==> src/design/srt_pkg.sv <==
// ============================================================================
// srt_pkg
// Shared types and constants for the insertion sorter: word layouts of the
// two channels, the cell operation codes and the link between neighbor cells.
// ============================================================================
package srt_pkg;

    localparam int VALUE_W       = 32;
    localparam int DEPTH_DEFAULT = 16;

    typedef logic signed [VALUE_W-1:0] value_t;

    // Input word: one element of a batch
    typedef struct packed {
        value_t value;
        logic   final_req;
    } in_word_t;

    // Output word: one element of the sorted run
    typedef struct packed {
        value_t sorted_value;
        logic   end_of_run;
        logic   overflow;
    } out_word_t;

    // Operation broadcast to every cell of the chain
    typedef enum logic [1:0] {
        OP_HOLD   = 2'd0,
        OP_INSERT = 2'd1,
        OP_SHIFT  = 2'd2
    } cell_op_t;

    typedef struct packed {
        cell_op_t op;
        value_t   new_value;
    } cell_ctrl_t;

    // What a cell shows to its neighbors
    typedef struct packed {
        value_t value;
        logic   valid;
        logic   gt;
    } cell_link_t;

    // Controller states, one-hot
    typedef enum logic [1:0] {
        ST_IDLE  = 2'b01,
        ST_DRAIN = 2'b10
    } state_t;

endpackage

==> src/design/srt_stream_if.sv <==
// ============================================================================
// srt_stream_if
// Valid/ready channel carrying one word of a packed payload type.
// ============================================================================
interface srt_stream_if #(
    parameter type payload_t = logic
);

    logic     valid;
    logic     ready;
    payload_t payload;

    modport source (
        output valid,
        output payload,
        input  ready
    );

    modport sink (
        input  valid,
        input  payload,
        output ready
    );

endinterface

==> src/design/srt_cell.sv <==
// ============================================================================
// srt_cell
// One place of the sorted chain. On insert it keeps its entry, takes the
// entry of its lower neighbor or takes the new value; on shift it takes the
// entry of its upper neighbor.
// ============================================================================
module srt_cell import srt_pkg::*; (
    input  logic       clk,
    input  logic       rst_n,
    input  cell_ctrl_t ctrl,
    input  cell_link_t lower,
    input  cell_link_t upper,
    output cell_link_t link
);

    value_t value_reg;
    value_t value_next;
    logic   valid_reg;
    logic   valid_next;
    logic   gt;

    // An empty place counts as larger than any value
    assign gt = !valid_reg || (value_reg > ctrl.new_value);

    // Pick the next entry of this place
    always_comb
    begin
        value_next = value_reg;
        valid_next = valid_reg;
        case (ctrl.op)
            OP_INSERT:
            begin
                if (gt)
                begin
                    value_next = lower.gt ? lower.value : ctrl.new_value;
                    valid_next = valid_reg | lower.valid;
                end
            end
            OP_SHIFT:
            begin
                value_next = upper.value;
                valid_next = upper.valid;
            end
            default:
            begin
                value_next = value_reg;
                valid_next = valid_reg;
            end
        endcase
    end

    // Hold the valid bit
    always_ff @(posedge clk or negedge rst_n)
    begin
        if (!rst_n)
        begin
            valid_reg <= 1'b0;
        end
        else
        begin
            valid_reg <= valid_next;
        end
    end

    // Hold the entry
    always_ff @(posedge clk)
    begin
        value_reg <= value_next;
    end

    assign link.value = value_reg;
    assign link.valid = valid_reg;
    assign link.gt    = gt;

endmodule

==> src/design/insertion_sorter_top.sv <==
// ============================================================================
// insertion_sorter_top
// Stable insertion sorter for batches of signed 32-bit values.
//
// Channels: items (sink) takes one value per word, final_req marks the last
// word of a batch. results (source) gives the stored values in ascending
// order, end_of_run on the largest, overflow on every word of a batch that
// held more than DEPTH values (the extra values are dropped).
// Throughput: while a batch is being collected, one input word per cycle;
// the chain of DEPTH cells compares and shifts in parallel.
// Output: the first result is valid in the cycle after the final word is
// accepted; the run then leaves at one word per cycle while the receiver
// takes each word, the chain shifting one place per result taken.
// No input word is taken while a run is being emptied.
// Reset: the store is empty and the overflow mark clear.
// Receiver stall: the lowest cell holds its word and the chain holds still.
// ============================================================================
module insertion_sorter_top import srt_pkg::*; #(
    parameter int DEPTH = DEPTH_DEFAULT
) (
    input  logic         clk,
    input  logic         rst_n,
    srt_stream_if.sink   items,
    srt_stream_if.source results
);

    state_t     state_reg;
    state_t     state_next;
    logic       dropped_reg;
    logic       dropped_next;
    cell_ctrl_t ctrl;
    cell_link_t links [DEPTH];
    logic [DEPTH-1:0] cell_valid;
    logic       in_fire;
    logic       out_fire;
    logic       full;
    logic       last_word;
    in_word_t   in_word;
    out_word_t  out_word;

    assign in_word  = items.payload;
    assign full     = cell_valid[DEPTH-1];
    assign last_word = !cell_valid[1];

    assign items.ready   = (state_reg == ST_IDLE);
    assign results.valid = (state_reg == ST_DRAIN);
    assign in_fire       = items.valid && items.ready;
    assign out_fire      = results.valid && results.ready;

    // Drive the chain: insert on a stored word, shift down on a taken result
    always_comb
    begin
        ctrl.new_value = in_word.value;
        if (in_fire && !full)
        begin
            ctrl.op = OP_INSERT;
        end
        else if (out_fire)
        begin
            ctrl.op = OP_SHIFT;
        end
        else
        begin
            ctrl.op = OP_HOLD;
        end
    end

    // Row of cells, each linked to its neighbors; the end cells see fixed links
    genvar i;
    generate
        for (i = 0; i < DEPTH; i++)
        begin : g_cell
            cell_link_t lower;
            cell_link_t upper;
            if (i == 0)
            begin : g_bottom
                assign lower = '{value: '0, valid: 1'b1, gt: 1'b0};
            end
            else
            begin : g_lower
                assign lower = links[i-1];
            end
            if (i == DEPTH - 1)
            begin : g_top
                assign upper = '{value: '0, valid: 1'b0, gt: 1'b0};
            end
            else
            begin : g_upper
                assign upper = links[i+1];
            end
            srt_cell u_cell (
                .clk   (clk),
                .rst_n (rst_n),
                .ctrl  (ctrl),
                .lower (lower),
                .upper (upper),
                .link  (links[i])
            );
            assign cell_valid[i] = links[i].valid;
        end
    endgenerate

    // Advance between collecting and emptying
    always_comb
    begin
        state_next   = state_reg;
        dropped_next = dropped_reg;
        case (state_reg)
            ST_IDLE:
            begin
                if (in_fire)
                begin
                    dropped_next = dropped_reg | full;
                    if (in_word.final_req)
                    begin
                        state_next = ST_DRAIN;
                    end
                end
            end
            ST_DRAIN:
            begin
                if (out_fire && last_word)
                begin
                    state_next   = ST_IDLE;
                    dropped_next = 1'b0;
                end
            end
            default:
            begin
                state_next   = ST_IDLE;
                dropped_next = 1'b0;
            end
        endcase
    end

    always_ff @(posedge clk or negedge rst_n)
    begin
        if (!rst_n)
        begin
            state_reg   <= ST_IDLE;
            dropped_reg <= 1'b0;
        end
        else
        begin
            state_reg   <= state_next;
            dropped_reg <= dropped_next;
        end
    end

    // Present the lowest cell as the result word
    assign out_word.sorted_value = links[0].value;
    assign out_word.end_of_run   = last_word;
    assign out_word.overflow     = dropped_reg;
    assign results.payload       = out_word;

    // Valid places always form a contiguous run from the bottom
    a_thermometer: assert property (@(posedge clk) disable iff (!rst_n)
        ((cell_valid >> 1) & ~cell_valid) == '0)
        else $error("chain valid bits are not contiguous");

    // A run being emptied always has a word in the lowest cell
    a_drain_nonempty: assert property (@(posedge clk) disable iff (!rst_n)
        (state_reg == ST_DRAIN) |-> cell_valid[0])
        else $error("draining with an empty chain");

    // Taking the last word leaves the chain empty and the block idle
    a_drain_done: assert property (@(posedge clk) disable iff (!rst_n)
        (out_fire && last_word) |=> (state_reg == ST_IDLE) && (cell_valid == '0)
            && !dropped_reg)
        else $error("chain not empty after end of run");

    // A final word always starts a drain
    a_final_drains: assert property (@(posedge clk) disable iff (!rst_n)
        (in_fire && in_word.final_req) |=> (state_reg == ST_DRAIN))
        else $error("final word did not start a drain");

endmodule
==> src/flat_wrapper.sv <==
// flat-port wrapper written by rule: the top's interface ports become plain ports
module insertion_sorter_top_flat import srt_pkg::*;
#(
    parameter int DEPTH = DEPTH_DEFAULT
)
  (clk, rst_n, items_valid, items_payload, items_ready, results_valid, results_payload, results_ready);
  srt_stream_if items_i ();
  srt_stream_if results_i ();
  input  logic clk;
  input  logic rst_n;
  input wire logic [$bits(items_i.valid)-1:0] items_valid;
  input wire logic [$bits(items_i.payload)-1:0] items_payload;
  output wire logic [$bits(items_i.ready)-1:0] items_ready;
  output wire logic [$bits(results_i.valid)-1:0] results_valid;
  output wire logic [$bits(results_i.payload)-1:0] results_payload;
  input wire logic [$bits(results_i.ready)-1:0] results_ready;
  assign items_i.valid = items_valid;
  assign items_i.payload = items_payload;
  assign items_ready = items_i.ready;
  assign results_valid = results_i.valid;
  assign results_payload = results_i.payload;
  assign results_i.ready = results_ready;
  insertion_sorter_top #(.DEPTH(DEPTH)) u_core (.clk(clk), .rst_n(rst_n), .items(items_i), .results(results_i));
endmodule
==> config.mk <==
export PLATFORM = sky130hd
export DESIGN_NAME = insertion_sorter_top_flat
export DESIGN_NICKNAME = d
export VERILOG_FILES = /design/src/design/srt_pkg.sv /design/src/design/srt_stream_if.sv /design/src/design/srt_cell.sv /design/src/design/insertion_sorter_top.sv /design/src/flat_wrapper.sv
export SDC_FILE = /design/constraint.sdc
export NUM_CORES = 1
export LEC_CHECK = 0
export CELL_PAD_IN_SITES_DETAIL_PLACEMENT = 1
export CELL_PAD_IN_SITES_GLOBAL_PLACEMENT = 1
export CORE_ASPECT_RATIO = 0.9
export CORE_UTILIZATION = 17
export CTS_CLUSTER_SIZE = 14
export DETAILED_ROUTE_END_ITERATION = 10
export DONT_BUFFER_PORTS = 1
export PLACE_DENSITY_LB_ADDON = 0.12
export SETUP_SLACK_MARGIN = 0.5
export SLEW_MARGIN = 25
export SYNTH_ARGS = -nofsm -noshare
export SYNTH_HDL_FRONTEND = slang
export SYNTH_SLANG_ARGS = --single-unit
==> constraint.sdc <==
create_clock -name clk -period 1.8 [get_ports clk]
set_input_delay 0.27 -clock clk [delete_from_list [all_inputs] [get_ports clk]]
set_output_delay 0.27 -clock clk [all_outputs]
set_load 0.005 [all_outputs]
# Word level (Yosys, flattened, before mapping)
# Index checks and enable logic that the tools add are counted.
# Widths: inputs -> output; s select.
[word_totals]
inputBits = 5
reg_bits = 531
word_cells = 232
[classes]
n_eq_ne = 23
n_mux = 88
reduce_logical = 55
n_bitwise = 16
order_cmp = 16
[op_table]
columns = ["operator", "count"]
rows = [
  ["$pmux 32 s2", 16],
  ["$mux 32", 31],
  ["$gt 32x1->1 const B", 16],
  ["$ne 2x2->1 const B", 19],
  ["$pmux 1 s2", 17],
  ["$reduce_and 2->1", 17],
  ["$mux 1", 18],
  ["$logic_not 1->1", 16],
  ["$logic_or 1x1->1", 16],
  ["$or 1x1->1", 16],
  ["$mux 2", 5],
  ["$eq 2x1->1 const B", 2],
  ["$eq 2x2->1 const B", 2],
  ["$logic_and 1x1->1", 4],
  ["$pmux 2 s2", 1],
  ["$reduce_and 3->1", 1],
  ["$reduce_bool 2->1", 1],
]

# Logic depth before layout (Yosys ltp)
# Gate-level depths: netlist of the first run.
[depth]
depth_word = 7
depth_mapped = 9

# Cells and area by module
# From an unflattened synthesis of the first run, not the netlist that was laid out.
[unflattened]
hier_cells = 4306
area_unflattened_um2 = 41442.2
[modules_own_cells]
columns = ["mod", "seq_area_each_um2", "cells_each", "area_each_um2", "instances"]
rows = [
  ["srt_cell", 985.9, 268, 2578.7, 16],
  ["insertion_sorter_top", 76.3, 18, 182.7, 1],
]

# Least setup slack after synthesis of the first run
# OpenSTA, ideal clock, no wires.
[synth_timing]
kind = "register to register"
startpoint = "register u_core.state_reg[0]"
endpoint = "register u_core.g_cell[10].u_cell.valid_reg"
path_stages_with_launch = 10
t_arrival_ns = 1.424
path_buffers = 5
setup_ns = 0.131
period_less_slack_ns = 1.554
t_required_ns = 1.669
setup_slack_ns = 0.246
cell_sequence = "dfstp_2 > nor2b_4 > and2_1 > buf_4 > buf_6 > buf_6 > buf_4 > buf_2 > nand2_1 > o21ai_0"
[synth_between]
elab_chain_len = 7
elab_cells_between_ends = 13
cone_classes = "eq/ne (5); mux (3); reduce/logical (5)"
[synth_rtl]
columns = ["item", "line_no", "text"]
rows = [
  ["start, declared", "insertion_sorter_top.sv:27", "state_t state_reg;"],
  ["start signal, assigned", "insertion_sorter_top.sv:145", "state_reg <= state_next;"],
  ["$eq 2x2->1 or $eq 2x1->1 (tied branches)", "insertion_sorter_top.sv:46, insertion_sorter_top.sv:45", ""],
  ["$logic_and 1x1->1 (on tied branches)", "insertion_sorter_top.sv:48, insertion_sorter_top.sv:47", ""],
  ["$mux 2 or $logic_and 1x1->1 (tied branches)", "insertion_sorter_top.sv:58, insertion_sorter_top.sv:54", ""],
  ["$mux 2 *", "insertion_sorter_top.sv:54", "if (in_fire && !full)"],
  ["$eq 2x1->1 or $eq 2x2->1 (tied branches)", "srt_cell.sv:30", "case (ctrl.op)"],
  ["$ne 2x2->1 (no source line) or $reduce_bool 2->1 (tied branches)", "-", ""],
  ["$reduce_and 2->1 (no source line)", "-", ""],
  ["end signal, assigned", "srt_cell.sv:61", "valid_reg <= valid_next;"],
  ["end, declared", "srt_cell.sv:18", "logic valid_reg;"],
]
# Every way passes the cells marked *; elsewhere a longest branch is shown, timed or not.
# A chain may end at the register's enable or synchronous reset.

# Worst setup path in the final report of the first run
[layout_timing]
startpoint = "register u_core.state_reg[0]"
endpoint = "register u_core.g_cell[4].u_cell.valid_reg"
[layout_between]
elab_chain_len = 7
elab_cells_between_ends = 13
cone_classes = "eq/ne (5); mux (3); reduce/logical (5)"
[layout_rtl]
columns = ["item", "line_no", "text"]
rows = [
  ["$eq 2x1->1 *", "insertion_sorter_top.sv:45", "assign items.ready = (state_reg == ST_IDLE);"],
  ["net items_ready", "flat_wrapper.sv:13", "output wire logic [$bits(items_i.ready)-1:0] items_ready;"],
  ["$logic_and 1x1->1 *", "insertion_sorter_top.sv:47", "assign in_fire = items.valid && items.ready;"],
  ["$logic_and 1x1->1 *", "insertion_sorter_top.sv:54", ""],
  ["$mux 2 *", "insertion_sorter_top.sv:54", ""],
  ["$eq 2x1->1 or $eq 2x2->1 (tied branches)", "srt_cell.sv:30", ""],
  ["$ne 2x2->1 (no source line) or $reduce_bool 2->1 (tied branches)", "-", ""],
  ["$reduce_and 2->1 (no source line)", "-", ""],
  ["end signal, assigned", "srt_cell.sv:61", ""],
  ["end, declared", "srt_cell.sv:18", ""],
]
# Mark *: on every way through the listed nets, which the timed path passes. The rest lies on a longest branch.

==> results by group, run 1 <==
Drt
  – Vias: 587
  – Drt via density: 3.787
  – Antenna Nets Post-Route: 0
  – DRC viols: 0
  – Wire per inst: 11.80 µm
  – DRT Wirelength: 1829 µm
  – Iter 0 DRT Violations: 21
  – Drt pass-1 iters: 3

Setup path
  – Arrival time at the worst endpoint: 1.57 ns
  – CP Data Required Time: 1.98 ns
  – CP Class: reg -> reg
  – Crit start category: flip-flop
  – Crit path max fanout: 8
  – Reg-to-reg slack, setup: 0.41 ns
  – Crit end category: flip-flop

Synthesis
  – Complex-gate fraction of the synthesized area: 0.1816
  – Ys Warns: 0
  – Post-Syn Nets: 131
  – Synthesized-area fraction occupied by and/or/nand/nor cells: 0.09836
  – Main combinational cell family by area after synthesis: buffers and inverters
  – Avg Cell Area, Syn: 7.875 µm²
  – XOR/XNOR Fraction of Synth Area: 0
  – Adder-Cell Fraction of Synth Area: 0
  – Mux share of post-synthesis cell area: 0
  – Sequential share of the synthesized area: 0.4805
  – Netlist cell types: 22
  – FF+latch count, synth: 19
  – Mapped Area: 992.2 µm²
  – Post-Syn Instances: 126

Timing
  – Worst Clk Skew: 0.003721 ns
  – Final min period: 1.394 ns
  – Max Slew Vio Count: 0
  – Fin crit share: 0.7745
  – # setup viols final: 0
  – Final Hold Vio Count: 0
  – Worst slew margin relative to its limit: 0.6857
  – Least-Margin Pin Slew: 0.4714 ns
  – Fmax: 717.3 MHz
  – RSZ-0062 raised after global routing: yes
  – Fin Hold WS: 0.1897 ns
  – Setup TNS Final: 0 ns

Place
  – Area after DPL: 880.8 µm²
  – Routability cong.: 0.6955
  – DP HPWL: 1133 µm
  – PortBufs: 0

Clock network
  – CTS tree: built
  – Clock Tree Root: clkbuf_8
  – # H-tree levels: 1
  – Postcts setup bufs: 0
  – Inserted Clock Buffers: 3
  – Bufs on Longest Clock Path: 2
  – Clock Latency Late Sink: 0.26 ns
  – Clock sinks: 19
  – Worst-path clk slew: 0.07 ns

Finish
  – Flip-flop and latch area: 476.7 µm²
  – Area of the multi-input gates: 321.6 µm²
  – Layout area overhead: 0.2522%
  – Max FFs per register: 16
  – Diodes inserted: 0
  – Core Util, Final: 0.1757
  – Layout Nets: 91
  – Fin area: 994.7 µm²
  – Share of layout cells above drive strength 1: 0.2353
  – FILL cells: 673

Power and ir drop
  – Cell Pwr Density: 1299 nW/µm²
  – VDD IR max: 0.4680 mV
  – Leakage: 0.3943 nW
  – Total power: 1.292 mW

Global routing
  – First-pass GRT wire length: 3222 µm
  – GR Overflow Total: 0
  – Initial antenna violation count: 0
  – Largest net degree at the start of global routing: 32
  – Number of global-route vias before repair: 604
  – All-Layer GR Usage: 0.07406

Floorplanning
  – Initial Util: 0.1753
  – Num rows: 26
  – Die Area: 6146 µm²
  – Die Y: 74.48 µm
  – Die width: 82.53 µm
  – Num ports: 8
  – Core area: 5660 µm²

Flow run
  – Max-cap violation count: 0

Run status
  – Status: complete, no violations

Hold path
  – Hold WC Path Type: in -> reg
metrics by stage:
stage	std cells	setup slack [ns]
after CTS	154	0.3966
after detailed placement	148	0.3790
after floorplan	126	0.3308
after global routing	155	0.3452
final	155	0.4059
after global placement	148	0.4004
report_power, final:
part | leakage, nW | total, mW | switching, mW | internal [mW]
registers | 0.230 | 0.700 | 0.131 | 0.570
clock network | 0.0228 | 0.301 | 0.144 | 0.157
logic | 0.141 | 0.290 | 0.147 | 0.143
total | 0.394 | 1.29 | 0.422 | 0.870
placed cells by master, fill, tap and decap left out, drive strengths merged, types with 2 or more instances in the layout:
cell / instances
dfrtp: 18
nand2: 15
o21ai: 14
a21oi: 14
clkbuf: 4
buf: 4
inv: 3
nor2b: 2
critical path: stages, from the launching register on:
cell and delay, ns:
dfstp_2 0.56, nor2b_4 0.19, and3_4 0.23, buf_8 0.14
a21oi_1 0.07, o21ai_1 0.13
cell type report:
cell class | instances | area share
repair buffers | 5 | 0.05283
clock buffers | 4 | 0.04528
flip-flops and latches | 19 | 0.4792
inverters | 3 | 0.01132
multi-input cells | 54 | 0.3233
well taps | 70 | 0.08805
final timing paths:
kind / startpoint / endpoint / depth (start not counted)
max: u_core.state_reg[0] / u_core.g_cell[4].u_cell.valid_reg / 5
min: items_valid / u_core.state_reg[0] / 2
max reg2reg: u_core.state_reg[0] / u_core.g_cell[4].u_cell.valid_reg / 5
min reg2reg: u_core.g_cell[14].u_cell.valid_reg / u_core.g_cell[15].u_cell.valid_reg / 2
max in group asynchronous: rst_n / u_core.state_reg[0] / 2
min in group asynchronous: rst_n / u_core.results.payload / 2
metal layers:
metal / global-route usage / vias up / wire, µm
li1: - / 285 / -
met1: 0.09829 / 293 / 955
met2: 0.1047 / 5 / 785
met3: 0.02577 / 4 / 40
met4: 0.04023 / 0 / 47
met5: 0 / - / 0
Yosys cell counts:
cell	number	share of area
a21boi_0	1	0.0076
a21o_1	1	0.0076
a21oi_1	14	0.071
a22o_1	1	0.0088
a22oi_1	1	0.0076
a31o_2	1	0.0088
and2_1	1	0.0063
and3_1	1	0.0063
buf_1	11	0.042
buf_2	10	0.050
buf_4	3	0.023
buf_6	2	0.023
clkbuf_1	24	0.091
dfrtp_1	18	0.45
dfstp_2	1	0.026
inv_1	3	0.011
nand2_1	15	0.057
nor2_1	1	0.0038
nor2b_1	1	0.0063
nor2b_4	1	0.014
nor3_1	1	0.0050
o21ai_0	14	0.071
logic make-up (layout without fill, tap and decap cells):
kind of cell,after synthesis,after routing
AOI/OAI and AO/OA,33,33
and+or+nand+nor,21,21
DFF,19,19
buffers and inverters,53,12
what timing repair did:
action                                  4_1_cts  5_1_grt
gates cloned                                  1        0
resized for setup                             9        4
hold buffers                                  1        1
endpoints found under the setup margin       16       17
endpoints found under the hold margin        19       18
pin swaps                                     5        2
Note: power is estimated with default switching activity, not from simulation.
==> run 2: changes to the inputs <==
==> constraint.sdc (replaced) <==
create_clock -name clk -period 1.4 [get_ports clk]
set_input_delay 0.21 -clock clk [delete_from_list [all_inputs] [get_ports clk]]
set_output_delay 0.21 -clock clk [all_outputs]
set_load 0.005 [all_outputs]
==> run 2 against run 1 <==
  * Critical path depth down 2
  * Highest routed layer unchanged
  * Clock power grew 31%
  * Final area grew 18%
==> results by group, run 2 (same netlist as run 1, synthesis figures left out) <==
Drt
  – Iter 0 DRT Violations: 39
  – Drt pass-1 iters: 4
  – Antenna Nets Post-Route: 0
  – DRT Wirelength: 2065 µm
  – DRC viols: 0
  – Drt via density: 3.857
  – Wire per inst: 12.83 µm
  – Vias: 621

Clock network
  – Inserted Clock Buffers: 3
  – Worst-path clk slew: 0.08 ns
  – Clock Latency Late Sink: 0.26 ns
  – Clock sinks: 19
  – # H-tree levels: 1
  – Clock Tree Root: clkbuf_8
  – Bufs on Longest Clock Path: 2
  – CTS tree: built

Finish
  – Fin area: 1179 µm²
  – Fin cells: 161
  – FILL cells: 657
  – Diodes inserted: 0
  – Flip-flop and latch area: 476.7 µm²
  – Max FFs per register: 16
  – Commonest non-fill, non-tap cell in the layout: dfrtp_1
  – Share of layout cells above drive strength 1: 0.3956
  – Commonest non-fill, non-tap cells in the layout: dfrtp_1 (18), nand2_1 (14), o21ai_1 (11), a21oi_2 (7), a21oi_1 (5)
  – Area of the multi-input gates: 375.4 µm²
  – Layout area overhead: 18.79%
  – Layout Nets: 97

Timing
  – Final min period: 1.342 ns
  – # setup viols final: 0
  – Fmax: 745.2 MHz
  – Fin crit share: 0.9585
  – Least-Margin Pin Slew: 0.4655 ns
  – Max Slew Vio Count: 0
  – Fin Hold WS: 0.1211 ns
  – Final Hold Vio Count: 0
  – Worst slew margin relative to its limit: 0.6896
  – Worst Clk Skew: 0.001155 ns
  – RSZ-0062 raised after global routing: yes
  – Crit path setup slack, layout: 0.05816 ns

Floorplanning
  – Initial Util: 0.1753
  – Core area: 5660 µm²
  – Die width: 82.53 µm
  – Die Y: 74.48 µm
  – Die Area: 6146 µm²
  – Num rows: 26
  – Num ports: 8

Setup path
  – Crit end category: output pin
  – Crit path max fanout: 3
  – Reg-to-reg slack, setup: 0.08 ns
  – Crit start category: flip-flop
  – Arrival time at the worst endpoint: 1.13 ns
  – CP Data Required Time: 1.19 ns
  – CP Class: reg -> out

Power and ir drop
  – Total power: 1.821 mW
  – Leakage: 0.4681 nW
  – VDD IR max: 0.3579 mV
  – Cell Pwr Density: 1545 nW/µm²

Global routing
  – Initial antenna violation count: 0
  – GR Overflow Total: 0
  – Number of global-route vias before repair: 640
  – Largest net degree at the start of global routing: 20
  – All-Layer GR Usage: 0.07651
  – First-pass GRT wire length: 3374 µm

Place
  – DP HPWL: 1171 µm
  – PortBufs: 0
  – Post-Place Worst Slack: 0.04870 ns
  – Routability cong.: 0.6888
  – Area after DPL: 917.1 µm²
  – Post-Place Cells: 149

Hold path
  – Hold WC Path Type: in -> reg

Run status
  – Status: complete, no violations

Flow run
  – Max-cap violation count: 0
-- run 2: cell count changes in the layout (fill, tap and decap cells not counted), sizes merged --
cell / delta
buf: +5
clkinv: +1
-- run 2: path summary, 6_finish.rpt --
kind,from,endpoint,cells past startpoint
max,u_core.state_reg[0],items_ready,3
min,items_valid,u_core.state_reg[0],2
max reg2reg,u_core.state_reg[0],u_core.g_cell[15].u_cell.valid_reg,6
min reg2reg,u_core.g_cell[12].u_cell.valid_reg,u_core.g_cell[11].u_cell.valid_reg,2
max in group asynchronous,rst_n,u_core.state_reg[0],2
min in group asynchronous,rst_n,u_core.g_cell[7].u_cell.valid_reg,2
-- run 2: cell type report --
type / instances / area share
inverter: 3 / 0.009554
multi-input combinational: 54 / 0.3185
clock inverter: 1 / 0.004246
clock buffer: 3 / 0.03503
timing repair buffer: 11 / 0.1539
tap: 70 / 0.07431
sequential: 19 / 0.4045
-- run 2: timing repair --
action	4_1_cts	5_1_grt
hold endpoints to repair	19	18
endpoints found under the setup margin	21	22
gates cloned	2	1
setup buffers	1	2
gates resized for setup	14	9
pin swaps	12	12
hold buffers	1	1
-- run 2: layer usage --
layer | track usage | wire, µm | vias to the layer above
met3 | 0.01472 | 25 | 4
met2 | 0.1139 | 965 | 4
li1 | - | - | 295
met4 | 0.04023 | 40 | 0
met5 | 0 | 0 | -
met1 | 0.1048 | 1033 | 318
-- run 2: power breakdown --
| part | leakage, nW | total (mW) | switching (mW) | internal [mW] |
|---|---|---|---|---|
| sequential | 0.230 | 0.927 | 0.195 | 0.732 |
| clock | 0.0255 | 0.393 | 0.195 | 0.198 |
| combinational | 0.212 | 0.501 | 0.225 | 0.276 |
| total | 0.468 | 1.82 | 0.615 | 1.21 |
-- run 2: metrics by stage --
stage	utilization	TNS (ns)
final	0.2082	0
after global routing	0.2082	0
after CTS	0.1914	0
after detailed placement	0.1620	0
after global placement	0.1620	0
after floorplan	-	-0.8469
-- run 2: critical path: stages (launching register included) --
cell     delay [ns]
dfstp_2        0.54
nor2b_4        0.13
buf_4          0.11
buf_6          0.09
==> run 3: changes to the inputs <==
--- a/config.mk
+++ b/config.mk
@@ -8,13 +8,15 @@
 export CELL_PAD_IN_SITES_DETAIL_PLACEMENT = 1
 export CELL_PAD_IN_SITES_GLOBAL_PLACEMENT = 1
 export CORE_ASPECT_RATIO = 0.9
-export CORE_UTILIZATION = 17
+export CORE_UTILIZATION = 52
 export CTS_CLUSTER_SIZE = 14
 export DETAILED_ROUTE_END_ITERATION = 10
 export DONT_BUFFER_PORTS = 1
 export PLACE_DENSITY_LB_ADDON = 0.12
+export REMOVE_ABC_BUFFERS = 1
 export SETUP_SLACK_MARGIN = 0.5
 export SLEW_MARGIN = 25
 export SYNTH_ARGS = -nofsm -noshare
 export SYNTH_HDL_FRONTEND = slang
+export SYNTH_HIERARCHICAL = 1
 export SYNTH_SLANG_ARGS = --single-unit
==> run 3 against run 2 <==
  * The flow now stops in global routing
  * Synthesized cell count is 3.2% higher
  * Synthesized area is 15% higher
==> results by group, run 3 <==
Floorplanning
  – Num rows: 15
  – Num ports: 8
  – Initial Util: 0.5748
  – Die Y: 46.49 µm
  – Die width: 51.43 µm

Synthesis
  – Ys Warns: 6
  – Post-Syn Instances: 130
  – Avg Cell Area, Syn: 8.797 µm²
  – Mapped Area: 1144 µm²

Run status
  – Stop stage: global routing
  – First Err: [ERROR DPL-0033] detailed placement checks failed during check placement.
  – Status: aborted with a tool error

Clock network
  – Clock Tree Root: clkbuf_4
  – # H-tree levels: 1
  – Bufs on Longest Clock Path: 2
  – Inserted Clock Buffers: 3

Timing
  – Worst EP post-GRT repair: u_core/g_cell[10].u_cell/valid_reg$_DFFE_PN0P_/D
  – Worst endpoint type: register data pin

Global routing
  – Largest net degree at the start of global routing: 28
  – Initial antenna violation count: 0

Place
  – PortBufs: 0
  – Post-Place Cells: 138
  – DP HPWL: 1517 µm
  – Routability cong.: 0.6651
## run 3: repair_timing
| item | in CTS |
|---|---|
| endpoints found under the setup margin | 22 |
| pin swaps | 2 |
| hold endpoints to repair | 19 |
| gates resized for setup | 27 |
| buffers inserted | 4 |
| hold buffers | 1 |
## run 3: metrics by stage
step	cell area, µm²	utilization	worst slack (ns)
2_1_floorplan	963.4	-	-2.328
3_5_place_dp	1125	0.5654	-0.1749
4_1_cts	1232	0.6195	-0.1193
3_3_place_gp	1125	0.5654	-0.1306
==> run 4: changes to the inputs <==
--- a/config.mk
+++ b/config.mk
@@ -5,16 +5,11 @@
 export SDC_FILE = /design/constraint.sdc
 export NUM_CORES = 1
 export LEC_CHECK = 0
-export CELL_PAD_IN_SITES_DETAIL_PLACEMENT = 1
-export CELL_PAD_IN_SITES_GLOBAL_PLACEMENT = 1
-export CORE_ASPECT_RATIO = 0.9
-export CORE_UTILIZATION = 52
-export CTS_CLUSTER_SIZE = 14
+export CORE_UTILIZATION = 40
 export DETAILED_ROUTE_END_ITERATION = 10
 export DONT_BUFFER_PORTS = 1
-export PLACE_DENSITY_LB_ADDON = 0.12
+export PLACE_DENSITY_LB_ADDON = 0.15
 export REMOVE_ABC_BUFFERS = 1
-export SETUP_SLACK_MARGIN = 0.5
 export SLEW_MARGIN = 25
 export SYNTH_ARGS = -nofsm -noshare
 export SYNTH_HDL_FRONTEND = slang
==> run 4 against run 3 <==
  * Synthesized area unchanged
  * Synthesized cell count stayed put
  * The flow now finishes, with violations (negative setup slack)
==> results by group, run 4 <==
Finish
  – Fin cells: 155
  – Diodes inserted: 0
  – Core Util, Final: 0.4709
  – FILL cells: 252
  – Layout Nets: 130
  – Commonest non-fill, non-tap cell in the layout: dfrtp_1
  – Area of the multi-input gates: 494.2 µm²
  – Commonest non-fill, non-tap cells in the layout: dfrtp_1 (18), nor2b_1 (17), a21oi_1 (17), o21ai_1 (16), a22oi_1 (15)
  – Layout area overhead: 12.58%
  – Share of layout cells above drive strength 1: 0.2661
  – Flip-flop and latch area: 476.7 µm²
  – Max FFs per register: 16

Timing
  – Least-Margin Pin Slew: 0.8804 ns
  – RSZ-0062 raised after global routing: yes
  – Fin crit share: 1.094
  – Final min period: 1.531 ns
  – Worst Clk Skew: 0.007350 ns
  – Final Hold Vio Count: 0
  – Fmax: 653.0 MHz
  – Crit path setup slack, layout: -0.1314 ns
  – Max Slew Vio Count: 0
  – Worst slew margin relative to its limit: 0.4111
  – Fin Hold WS: 0.08746 ns
  – # setup viols final: 16

Drt
  – DRT Wirelength: 2087 µm
  – Wire per inst: 13.46 µm
  – Iter 0 DRT Violations: 43
  – Vias: 820
  – Antenna Nets Post-Route: 0
  – Drt via density: 5.290
  – DRC viols: 0
  – Drt pass-1 iters: 4

Floorplanning
  – Num rows: 19
  – Initial Util: 0.4183
  – Die Y: 55.47 µm
  – Core area: 2734 µm²
  – Num ports: 8
  – Die width: 55.47 µm
  – Die Area: 3077 µm²

Global routing
  – Met2 usage: 0.2048
  – Initial antenna violation count: 0
  – GR Overflow Total: 0
  – Met1 Track Usage GR: 0.1709
  – All-Layer GR Usage: 0.1303
  – Global Route met3 Usage: 0.05386
  – Largest net degree at the start of global routing: 38
  – Number of global-route vias before repair: 681
  – First-pass GRT wire length: 3160 µm
  – Gr busiest metal: met2

Run status
  – Status: finished, violations left
  – Failing checks: negative setup slack

Clock network
  – # H-tree levels: 1
  – Clock sinks: 19
  – Clock Latency Late Sink: 0.30 ns
  – Worst-path clk slew: 0.11 ns
  – Bufs on Longest Clock Path: 2
  – CTS tree: built
  – Clock Tree Root: clkbuf_4
  – Inserted Clock Buffers: 3

Place
  – Routability cong.: 0.7244
  – DP HPWL: 1223 µm
  – PortBufs: 0
  – Post-Place Cells: 143

Setup path
  – CP Class: reg -> reg
  – Crit path max fanout: 16
  – Arrival time at the worst endpoint: 1.73 ns
  – CP Data Required Time: 1.60 ns
  – Worst Reg-to-Reg Cells: 7
  – Crit start category: flip-flop
  – Crit end category: flip-flop

Power and ir drop
  – VDD IR max: 1.070 mV
  – Leakage: 0.5406 nW
  – Cell Pwr Density: 1458 nW/µm²

Flow run
  – Max-cap violation count: 0

Synthesis
  – Avg Cell Area, Syn: 8.797 µm²
  – Mapped Area: 1144 µm²
  – Post-Syn Instances: 130
  – Ys Warns: 6

Hold path
  – Worst Hold Depth: 2
  – Hold WC Path Type: in -> reg
## run 4: through the flow
stage / setup TNS (ns) / area [µm²] / setup slack (ns) / power [mW]
floorplan: -37.23 / 963.4 / -2.328 / 1.271
finish: -1.506 / 1287 / -0.1314 / 1.878
global route: -2.716 / 1287 / -0.1929 / 2.026
detailed placement: -2.028 / 1137 / -0.1623 / 1.470
global placement: -1.715 / 1137 / -0.1309 / 1.456
CTS: -1.340 / 1184 / -0.1035 / 1.807
## run 4: what timing repair did
item | 4_1_cts | 5_1_grt
hold buffers | 1 | 0
cloned | 0 | 2
setup endpoints to repair | 16 | 18
setup buffers | 0 | 5
hold endpoints to repair | 19 | 0
resized for setup | 14 | 8
pin swaps | 5 | 3
## run 4: metal layers
metal,vias up,share of wire
li1,416,-
met1,390,0.49
met2,12,0.46
met3,2,0.034
met4,0,0.0072
met5,-,0
## run 4: worst max-delay path, cell delays in order, from the launching register on
cell	delay (ns)
dfstp_2	0.57
nand2b_4	0.07
nor3b_4	0.19
buf_6	0.15
clkbuf_16	0.17
nor2b_1	0.05
a22oi_1	0.15
o21ai_1	0.08
## run 4: worst paths after layout
| check | from | to | slack (ns) |
|---|---|---|---|
| worst max-delay path | u_core/state_reg[0] | u_core/g_cell[4].u_cell/valid_reg | -0.13 |
| worst min-delay path | items_valid | u_core/state_reg[1] | 0.09 |
| min in group asynchronous | rst_n | u_core/results.payload | 0.46 |
| worst min register to register | u_core/g_cell[5].u_cell/valid_reg | u_core/g_cell[4].u_cell/valid_reg | 0.57 |
| max in group asynchronous | rst_n | u_core/g_cell[13].u_cell/valid_reg | 0.39 |
| worst max register to register | u_core/state_reg[0] | u_core/g_cell[4].u_cell/valid_reg | -0.13 |
## run 4: power breakdown
part           internal [mW]  switching, mW
sequential             0.773          0.236
clock                  0.106          0.174
combinational          0.319          0.269
## run 4: cell type report
cell class              instances  share of cell area
clock buffers                   3             0.01749
clock inverters                 1            0.003887
inverters                       3            0.008746
multi-input cells              76              0.3839
flip-flops and latches         19              0.3703
well taps                      31             0.03013
repair buffers                 22              0.1856
